--- config.mk ---
export PLATFORM = sky130hd
export DESIGN_NAME = jog_ramp_sequencer
export DESIGN_NICKNAME = d
export VERILOG_FILES = /design/src/rtl/jrs_pkg.sv /design/src/rtl/jrs_vel.sv /design/src/rtl/jrs_core.sv /design/src/rtl/jog_ramp_sequencer.sv
export SDC_FILE = /design/constraint.sdc
export NUM_CORES = 2
export LEC_CHECK = 0
export ABC_AREA = 0
export BUFFER_PORTS_ARGS = -buffer_cell sky130_fd_sc_hd__buf_4
export CAP_MARGIN = 20
export CORE_UTILIZATION = 40
export CTS_BUF_LIST = sky130_fd_sc_hd__clkbuf_8
export CTS_CLUSTER_DIAMETER = 60
export DETAILED_ROUTE_END_ITERATION = 7
export PLACE_DENSITY = 0.55
export SETUP_SLACK_MARGIN = 0.5
export SLEW_MARGIN = 10
export SYNTH_ARGS = -nofsm -noshare
export SYNTH_HDL_FRONTEND = slang
export SYNTH_SLANG_ARGS = --single-unit
export TNS_END_PERCENT = 30
--- constraint.sdc ---
create_clock -name clk -period 9.5 [get_ports clk]
set_input_delay 0 -clock clk [delete_from_list [all_inputs] [get_ports clk]]
set_output_delay 0 -clock clk [all_outputs]
set_load 0.01 [all_outputs]
--- src/rtl/jrs_pkg.sv ---
// Shared types, constants and tables for the jog ramp sequencer.
// No dependencies; used by jrs_vel, jrs_core and jog_ramp_sequencer.
package jrs_pkg;

  // Ramp length and position width
  localparam int RAMP_STEPS = 25;
  localparam int POS_WIDTH  = 32;

  localparam int STEP_W   = 5;
  localparam int AXIS_W   = 3;
  localparam int VEL_W    = 20;
  localparam int GAIN_W   = 17;
  localparam int OFF_W    = 16;
  localparam int STATUS_W = 2;
  localparam int CFG_IDX_W = 1;
  localparam int TAB_LAST = 25;
  localparam int STEP_CNT = 32;

  // Stream widths (fields packed from bit 0, padded to whole bytes)
  localparam int IN_W        = AXIS_W + 2 * POS_WIDTH + 2;
  localparam int IN_TDATA_W  = ((IN_W + 7) / 8) * 8;
  localparam int OUT_W       = STATUS_W + 1 + AXIS_W + POS_WIDTH + VEL_W + 1;
  localparam int OUT_TDATA_W = ((OUT_W + 7) / 8) * 8;

  // Command codes
  localparam logic CMD_START = 1'b0;
  localparam logic CMD_TICK  = 1'b1;

  // Status codes
  localparam logic [STATUS_W-1:0] ST_IDLE  = 2'd0;
  localparam logic [STATUS_W-1:0] ST_AGAIN = 2'd1;
  localparam logic [STATUS_W-1:0] ST_DONE  = 2'd2;

  // Register indexes and reset values
  localparam logic [CFG_IDX_W-1:0] REG_START_VEL = 1'd0;
  localparam logic [CFG_IDX_W-1:0] REG_MAX_VEL   = 1'd1;
  localparam logic [VEL_W-1:0] START_VEL_RST = 20'd200;
  localparam logic [VEL_W-1:0] MAX_VEL_RST   = 20'd10000;

  // round(65536 * 10^(k/25 - 1)), k = 0..25
  typedef logic [0:TAB_LAST][GAIN_W-1:0] gain_list_t;
  localparam gain_list_t RAMP_GAIN = {
    17'd6554,  17'd7186,  17'd7879,  17'd8639,  17'd9473,  17'd10387,
    17'd11389, 17'd12488, 17'd13692, 17'd15013, 17'd16462, 17'd18050,
    17'd19792, 17'd21701, 17'd23795, 17'd26090, 17'd28608, 17'd31368,
    17'd34394, 17'd37712, 17'd41350, 17'd45340, 17'd49714, 17'd54510,
    17'd59770, 17'd65536
  };

  typedef logic [STEP_CNT-1:0][GAIN_W-1:0] gain_tab_t;
  typedef logic [STEP_CNT-1:0][OFF_W-1:0]  off_tab_t;

  // Gain per ramp step: table index round(s*25/RAMP_STEPS), capped at the end
  function automatic gain_tab_t build_gain_tab();
    gain_tab_t tab;
    int idx;
    for (int k = 0; k < STEP_CNT; k++) begin
      idx = (k * 50 + RAMP_STEPS) / (2 * RAMP_STEPS);
      if (idx > TAB_LAST) idx = TAB_LAST;
      tab[k] = RAMP_GAIN[idx];
    end
    return tab;
  endfunction

  // Offset per ramp step: 10 + 40*s*(s+1) um
  function automatic off_tab_t build_off_tab();
    off_tab_t tab;
    for (int k = 0; k < STEP_CNT; k++) begin
      tab[k] = OFF_W'(10 + 40 * k * (k + 1));
    end
    return tab;
  endfunction

  localparam gain_tab_t GAIN_BY_STEP = build_gain_tab();
  localparam off_tab_t  OFF_BY_STEP  = build_off_tab();

  // One input item
  typedef struct packed {
    logic                        cmd;
    logic [AXIS_W-1:0]           axis_sel;
    logic signed [POS_WIDTH-1:0] origin_um;
    logic signed [POS_WIDTH-1:0] goal_um;
    logic                        planner_full;
    logic                        runtime_busy;
  } item_t;

  // One result item
  typedef struct packed {
    logic [STATUS_W-1:0]         status;
    logic                        move_valid;
    logic [AXIS_W-1:0]           move_axis;
    logic signed [POS_WIDTH-1:0] move_target;
    logic [VEL_W-1:0]            move_velocity;
    logic                        jog_done;
  } result_t;

endpackage

--- src/rtl/jrs_vel.sv ---
// Ramp velocity: start + (max - start) * gain(step), rounded half up.
// Depends on jrs_pkg for widths and the gain table.
module jrs_vel (
  input  logic [jrs_pkg::VEL_W-1:0]  start_velocity,
  input  logic [jrs_pkg::VEL_W-1:0]  max_velocity,
  input  logic [jrs_pkg::STEP_W-1:0] step,
  output logic [jrs_pkg::VEL_W-1:0]  velocity
);

  localparam int D_W = jrs_pkg::VEL_W + 1;
  localparam int P_W = D_W + jrs_pkg::GAIN_W + 1;
  localparam int R_W = P_W - 16;

  logic signed [D_W-1:0]                 diff;
  logic signed [jrs_pkg::GAIN_W:0]       gain;
  logic signed [P_W-1:0]                 prod;
  logic signed [P_W-1:0]                 prod_rnd;
  logic signed [R_W-1:0]                 scaled;
  logic signed [R_W-1:0]                 sum;

  // Signed difference times Q16 gain
  assign diff = $signed({1'b0, max_velocity}) - $signed({1'b0, start_velocity});
  assign gain = $signed({1'b0, jrs_pkg::GAIN_BY_STEP[step]});
  assign prod = diff * gain;

  // Round to nearest, halves toward +infinity (floor of p + 0.5)
  assign prod_rnd = prod + P_W'(32768);
  assign scaled   = prod_rnd[P_W-1:16];

  // Add back the start feed and keep the low bits
  assign sum      = $signed(R_W'(start_velocity)) + scaled;
  assign velocity = sum[jrs_pkg::VEL_W-1:0];

endmodule

--- src/rtl/jrs_core.sv ---
// Phase machine and move generation of the jog ramp sequencer.
// Depends on jrs_pkg and jrs_vel; state advances on each item handed over.
module jrs_core (
  input  logic                       clk,
  input  logic                       rst,
  input  logic                       advance,
  input  jrs_pkg::item_t             item,
  input  logic [jrs_pkg::VEL_W-1:0]  start_velocity,
  input  logic [jrs_pkg::VEL_W-1:0]  max_velocity,
  output jrs_pkg::result_t           res
);

  localparam int PW = jrs_pkg::POS_WIDTH;

  typedef enum logic [1:0] {
    PH_IDLE,
    PH_START,
    PH_RAMP,
    PH_FINAL
  } phase_t;

  phase_t                     phase, phase_next;
  logic [jrs_pkg::STEP_W-1:0] ramp_step, ramp_step_next;
  logic [jrs_pkg::AXIS_W-1:0] jog_axis;
  logic signed [PW-1:0]       base_pos;
  logic signed [PW-1:0]       end_pos;

  logic                       up;
  logic [PW-1:0]              span;
  logic [PW-1:0]              off_step;
  logic [PW-1:0]              off;
  logic                       last;
  logic [jrs_pkg::VEL_W-1:0]  ramp_vel;

  // Distance and clamped offset for the current step
  assign up       = (base_pos <= end_pos);
  assign span     = up ? PW'(end_pos - base_pos) : PW'(base_pos - end_pos);
  assign off_step = PW'(jrs_pkg::OFF_BY_STEP[ramp_step]);
  assign last     = (off_step >= span) ||
                    (ramp_step >= jrs_pkg::STEP_W'(jrs_pkg::RAMP_STEPS));
  assign off      = last ? span : off_step;

  jrs_vel u_vel (
    .start_velocity (start_velocity),
    .max_velocity   (max_velocity),
    .step           (ramp_step),
    .velocity       (ramp_vel)
  );

  // Result and next phase for the item at hand
  always_comb begin
    res            = '0;
    phase_next     = phase;
    ramp_step_next = ramp_step;
    if (item.cmd == jrs_pkg::CMD_START) begin
      res.status     = jrs_pkg::ST_DONE;
      phase_next     = PH_START;
      ramp_step_next = '0;
    end else begin
      case (phase)
        PH_IDLE: begin
          res.status = jrs_pkg::ST_IDLE;
        end
        PH_START: begin
          res.status = jrs_pkg::ST_AGAIN;
          phase_next = PH_RAMP;
        end
        PH_RAMP: begin
          res.status = jrs_pkg::ST_AGAIN;
          if (!item.planner_full) begin
            res.move_valid    = 1'b1;
            res.move_axis     = jog_axis;
            res.move_target   = up ? base_pos + $signed(off) : base_pos - $signed(off);
            res.move_velocity = ramp_vel;
            ramp_step_next    = ramp_step + 1'b1;
            if (last) phase_next = PH_FINAL;
          end
        end
        PH_FINAL: begin
          if (item.runtime_busy) begin
            res.status = jrs_pkg::ST_AGAIN;
          end else begin
            res.status   = jrs_pkg::ST_DONE;
            res.jog_done = 1'b1;
            phase_next   = PH_IDLE;
          end
        end
        default: begin
          res.status = jrs_pkg::ST_IDLE;
        end
      endcase
    end
  end

  // Hold jog state; latch a new jog on start
  always_ff @(posedge clk) begin
    if (rst) begin
      phase     <= PH_IDLE;
      ramp_step <= '0;
      jog_axis  <= '0;
      base_pos  <= '0;
      end_pos   <= '0;
    end else if (advance) begin
      phase     <= phase_next;
      ramp_step <= ramp_step_next;
      if (item.cmd == jrs_pkg::CMD_START) begin
        jog_axis <= item.axis_sel;
        base_pos <= item.origin_um;
        end_pos  <= item.goal_um;
      end
    end
  end

  a_move_only_in_ramp: assert property (@(posedge clk) disable iff (rst)
    advance && res.move_valid |-> phase == PH_RAMP)
    else $error("move issued outside ramp phase");

  a_done_returns_idle: assert property (@(posedge clk) disable iff (rst)
    advance && res.jog_done |=> phase == PH_IDLE)
    else $error("jog done without return to idle");

  a_start_arms: assert property (@(posedge clk) disable iff (rst)
    advance && item.cmd == jrs_pkg::CMD_START |=> phase == PH_START && ramp_step == '0)
    else $error("start item did not arm the jog");

  a_step_bounded: assert property (@(posedge clk) disable iff (rst)
    phase == PH_RAMP |-> ramp_step <= jrs_pkg::STEP_W'(jrs_pkg::RAMP_STEPS))
    else $error("ramp step ran past the last move");

endmodule

--- src/rtl/jog_ramp_sequencer.sv ---
// Top level of the jog ramp sequencer: stream ports, input and result registers,
// configuration registers. Depends on jrs_pkg and jrs_core.
//
//  channel   dir  handshake            payload
//  s_*       in   s_tvalid / s_tready  s_tuser = cmd, s_tdata = start/tick fields
//  m_*       out  m_tvalid / m_tready  m_tdata = status and move fields
//  cfg_*     in   cfg_we               cfg_addr = register, cfg_data = value
//
// One result item per input item, one item per cycle sustained while m_tready
// stays high; each item passes the input register, then the result register,
// and m_tvalid rises once it reaches the result register.
// The ramp step, phase and velocity math sit between those two registers.
// Reset (rst, synchronous) empties both registers, idles the phase machine
// and loads the default feed rates. A stall on m_tready holds the result and
// lets one more item wait in the input register before s_tready drops.
module jog_ramp_sequencer (
  input  logic                                clk,
  input  logic                                rst,
  input  logic                                s_tvalid,
  output logic                                s_tready,
  // [2:0] axis_sel, [PW+2:3] origin_um, [2PW+2:PW+3] goal_um,
  // [2PW+3] planner_full, [2PW+4] runtime_busy, zero pad above
  input  logic [jrs_pkg::IN_TDATA_W-1:0]      s_tdata,
  // [0] cmd
  input  logic                                s_tuser,
  output logic                                m_tvalid,
  input  logic                                m_tready,
  // [1:0] status, [2] move_valid, [5:3] move_axis, [PW+5:6] move_target,
  // [PW+25:PW+6] move_velocity, [PW+26] jog_done, zero pad above
  output logic [jrs_pkg::OUT_TDATA_W-1:0]     m_tdata,
  input  logic                                cfg_we,
  input  logic [jrs_pkg::CFG_IDX_W-1:0]       cfg_addr,
  input  logic [jrs_pkg::VEL_W-1:0]           cfg_data
);

  localparam int PW = jrs_pkg::POS_WIDTH;
  localparam int AW = jrs_pkg::AXIS_W;

  logic                       in_valid;
  jrs_pkg::item_t             in_item;
  jrs_pkg::item_t             s_item;
  logic                       out_valid;
  jrs_pkg::result_t           out_res;
  jrs_pkg::result_t           res;
  logic                       advance;
  logic [jrs_pkg::VEL_W-1:0]  start_velocity;
  logic [jrs_pkg::VEL_W-1:0]  max_velocity;

  // Unpack the incoming item
  always_comb begin
    s_item.cmd          = s_tuser;
    s_item.axis_sel     = s_tdata[AW-1:0];
    s_item.origin_um    = s_tdata[AW +: PW];
    s_item.goal_um      = s_tdata[AW+PW +: PW];
    s_item.planner_full = s_tdata[AW+2*PW];
    s_item.runtime_busy = s_tdata[AW+2*PW+1];
  end

  // Move an item into the result register when it is free or being taken
  assign advance  = in_valid && (!out_valid || m_tready);
  assign s_tready = !in_valid || advance;

  // Input register
  always_ff @(posedge clk) begin
    if (rst) begin
      in_valid <= 1'b0;
    end else if (s_tvalid && s_tready) begin
      in_valid <= 1'b1;
    end else if (advance) begin
      in_valid <= 1'b0;
    end
    if (s_tvalid && s_tready) in_item <= s_item;
  end

  jrs_core u_core (
    .clk            (clk),
    .rst            (rst),
    .advance        (advance),
    .item           (in_item),
    .start_velocity (start_velocity),
    .max_velocity   (max_velocity),
    .res            (res)
  );

  // Result register
  always_ff @(posedge clk) begin
    if (rst) begin
      out_valid <= 1'b0;
    end else if (advance) begin
      out_valid <= 1'b1;
    end else if (m_tready) begin
      out_valid <= 1'b0;
    end
    if (advance) out_res <= res;
  end

  assign m_tvalid = out_valid;
  assign m_tdata  = jrs_pkg::OUT_TDATA_W'({out_res.jog_done, out_res.move_velocity,
                                           out_res.move_target, out_res.move_axis,
                                           out_res.move_valid, out_res.status});

  // Configuration registers
  always_ff @(posedge clk) begin
    if (rst) begin
      start_velocity <= jrs_pkg::START_VEL_RST;
      max_velocity   <= jrs_pkg::MAX_VEL_RST;
    end else if (cfg_we) begin
      case (cfg_addr)
        jrs_pkg::REG_START_VEL: start_velocity <= cfg_data;
        jrs_pkg::REG_MAX_VEL:   max_velocity   <= cfg_data;
        default: ;
      endcase
    end
  end

endmodule
==> run_results.csv <==
group,metric,value,unit
outcome,status,"finished, violations left",
outcome,violations,"setup timing",
synthesis,muxShareOfSynthArea,0.459,%
routing,detail_route.iter0.violations,1544,
routing,drtAntennaViolNets,0,
synthesis,synth_common_cells,"552 x inv_1, 529 x nand2_1, 340 x fa_1, 273 x ha_1, 263 x a21oi_1",
critical_path,critPathMaxFanout,6,
timing,fin_hold_ws,50.5,ps
floorplanning,die_area,79500,um2
floorplanning,ioPinCount,165,
clock_tree,clk_latency,620,ps
job,cap_violations,0,
clock_tree,htree_levels,2,
clock_tree,cts_sinks,274,
routing,drcViolationCount,0,
timing,fin_skew,29.6,ps
critical_path,critPathMaxStageDelay,570,ps
synthesis,synth_compound_area_share,14.5,%
timing,fin_crit_sh,106,%
global_routing,grt_pass1_wl,155,mm
final_layout,design_area,39100,um2
routing,viasPerCell,5.13,
placed_design,io_buffers,156,
critical_path,cp_common_cell,"buf_4",
routing,wirelength,96.7,mm
critical_path,worstPathRequired,9850,ps
final_layout,nFillCells,7477,
timing,timing.final.crit_period,10070,ps
synthesis,synth_simple_gate_area_share,18.6,%
timing,worst_pin_slew,1050,ps
routing,drt_pass1_iterations,5,
timing,setup_violations,10,
placed_design,gp_congestion,0.912,
synthesis,synth_adder_area_share,32.6,%
synthesis,synth_top_area_share,21.7,%
global_routing,global_route.usage.met3,2.30,%
timing,layout_setup_ws,-569,ps
global_routing,grt_start_max_net_pins,71,
routing,route.detailed.wl_per_inst,18.3,um
clock_tree,cts-root-buf,"clkbuf_8",
global_routing,met1_usage,33.8,%
floorplanning,fp.dieW,282,um
global_routing,grt_usage,24.9,%
synthesis,async_flop_share,0,%
global_routing,grt_overflow,0,
synthesis,synth.area.top_cells,"fa_1 22%, edfxtp_1 12%, ha_1 11%",
synthesis,synth_top_family_by_area,"adder cells",
floorplanning,start_util,40.5,%
timing,slew_violations,0,
synthesis,synth.most_common_cell,"inv_1",
synthesis,ys_seq_area_share,21.6,%
synthesis,ys_types,106,
final_layout,seqCellArea,6780,um2
timing,fmax,99.3,MHz
synthesis,synth_warnings,0,
synthesis,synth_xor_area_share,3.20,%
clock_tree,numCtsBuffers,46,
timing,rsz0062_at_grt,"yes",
critical_path,critPathArrivalTime,10420,ps
min_path,hp-class,"primary input to flip-flop",
global_routing,use_met2,42.1,%
floorplanning,rows,102,
critical_path,crit_path_start_kind,"flip-flop",
final_layout,drive_gt1_share,20.1,%
placed_design,place_area,36200,um2
synthesis,syn_inst,3658,
timing,tns,-2560,ps
global_routing,antenna_found_initial,5,
placed_design,hpwl,76.9,mm
global_routing,busiest_layer,"met2",
critical_path,criticalPathCategory,"flip-flop to flip-flop",
synthesis,synth_edf_count,129,
final_layout,fin_util,50.5,%
critical_path,slowest_stage,"fa_2",
clock_tree,cts_tree,"done",
routing,vias,27100,
final_layout,final_nets,4914,
global_routing,first_global_vias,27700,
floorplanning,chipHeight,282,um
synthesis,synth_seq_cells,274,
clock_tree,path_clk_slew,60,ps
clock_tree,clk_path_buf_depth,3,
timing,finalHoldViolCount,0,
synthesis,yosys.area.top_type,"fa_1",
timing,slew_headroom,30.2,%
critical_path,setup.worst_path.end_class,"flip-flop",
synthesis,synth_flop_cell,"dfxtp_1",
final_layout,area_growth,24.8,%
synthesis,syn_avg_cell_area,8.57,um2
final_layout,multi_input_area,22700,um2
synthesis,netlist_area,31300,um2
floorplanning,core-area,77500,um2
kinds of logic after synthesis:
| group | after synthesis |
|---|---|
| AND/OR/NAND/NOR | 1212 |
| buffers and inverters | 723 |
| AO/OA/AOI/OAI | 709 |
| adder cells (fa/ha/maj) | 613 |
| multiplexers | 14 |
| other | 1 |
| flip-flops | 274 |
| XOR/XNOR | 112 |
layer usage:
| metal | routed length, um | up-vias |
|---|---|---|
| met5 | 46 | - |
| met4 | 2470 | 8 |
| met3 | 4470 | 144 |
| met2 | 46300 | 690 |
| met1 | 43400 | 13100 |
| li1 | - | 13100 |
final cells by class:
| cell class | instances | share of cell area (%) |
|---|---|---|
| Sequential cell | 274 | 17.3 |
| Tap cell | 1040 | 3.33 |
| Clock buffer | 58 | 2.04 |
| Multi-Input combinational cell | 2665 | 57.9 |
| Clock inverter | 27 | 0.403 |
| Antenna cell | 1 | 0.00640 |
| Inverter | 552 | 5.30 |
| Timing Repair Buffer | 663 | 13.7 |
placed cells by master (no fill, tap or decap), types with 17 or more instances in the layout:
cell type	count
inv_1	553
buf_4	543
nand2_1	521
fa_1	329
ha_1	251
a21oi_1	241
and2_1	179
nor2_1	170
dfxtp_1	141
edfxtp_1	129
dlygate4sd3_1	103
o21ai_0	99
xnor2_1	60
nor3_1	59
clkbuf_8	58
a21o_1	47
nand3_1	43
xor2_1	40
nor2b_1	36
o21a_1	35
nand2b_1	32
a21oi_2	23
a211oi_1	23
o211ai_1	22
and3_1	21
o21ai_1	19
nand4_1	19
ha_4	18
a31oi_1	17
what timing repair did:
item | CTS | global route
hold buffers | 103 | 0
hold endpoints to repair | 152 | 0
gates resized for setup | 50 | 106
endpoints found under the setup margin | 19 | 27
pin swaps | 80 | 94
setup buffers | 14 | 16
worst max-delay path: cells and delay by family, from the launching register on:
kind                     cells  cell delay, ps
AND/OR/NAND/NOR              9            1060
buffers and inverters       18            2010
AO/OA/AOI/OAI               14            2480
adder cells (fa/ha/maj)     10            3820
flip-flops                   1             320
XOR/XNOR                     1             110
flip-flops by register name, summed over array words and instances, names as in the netlist:
register and flops:
u_core.off_step 12, in_valid 1, max_velocity 20, start_velocity 20, u_core.jog_axis 3, in_item 70, m_tdata 59, u_core.base_pos 32
m_tvalid 1, u_core.u_vel.gain 17, u_core.phase 2, u_core.end_pos 32, u_core.ramp_step 5
path summary, 6_finish.rpt:
path	startpoint	to	slack (ps)	cells past startpoint
max	max_velocity[0]	m_tdata[47]	-570	52
min	cfg_we	start_velocity[11]	50	5
max reg2reg	max_velocity[0]	m_tdata[47]	-570	52
min reg2reg	u_core.jog_axis[0]	u_core.jog_axis[0]	450	2
metrics by stage:
stage	std cells	worst slack, ps
5_1_grt	5280	-1010
2_1_floorplan	3662	-14.6
3_3_place_gp	5061	-604
6_report	5280	-569
3_5_place_dp	5061	-698
4_1_cts	5263	-528
Power is not shown: default switching activity piles up to over one toggle a cycle in this logic, so the estimate is an artifact.
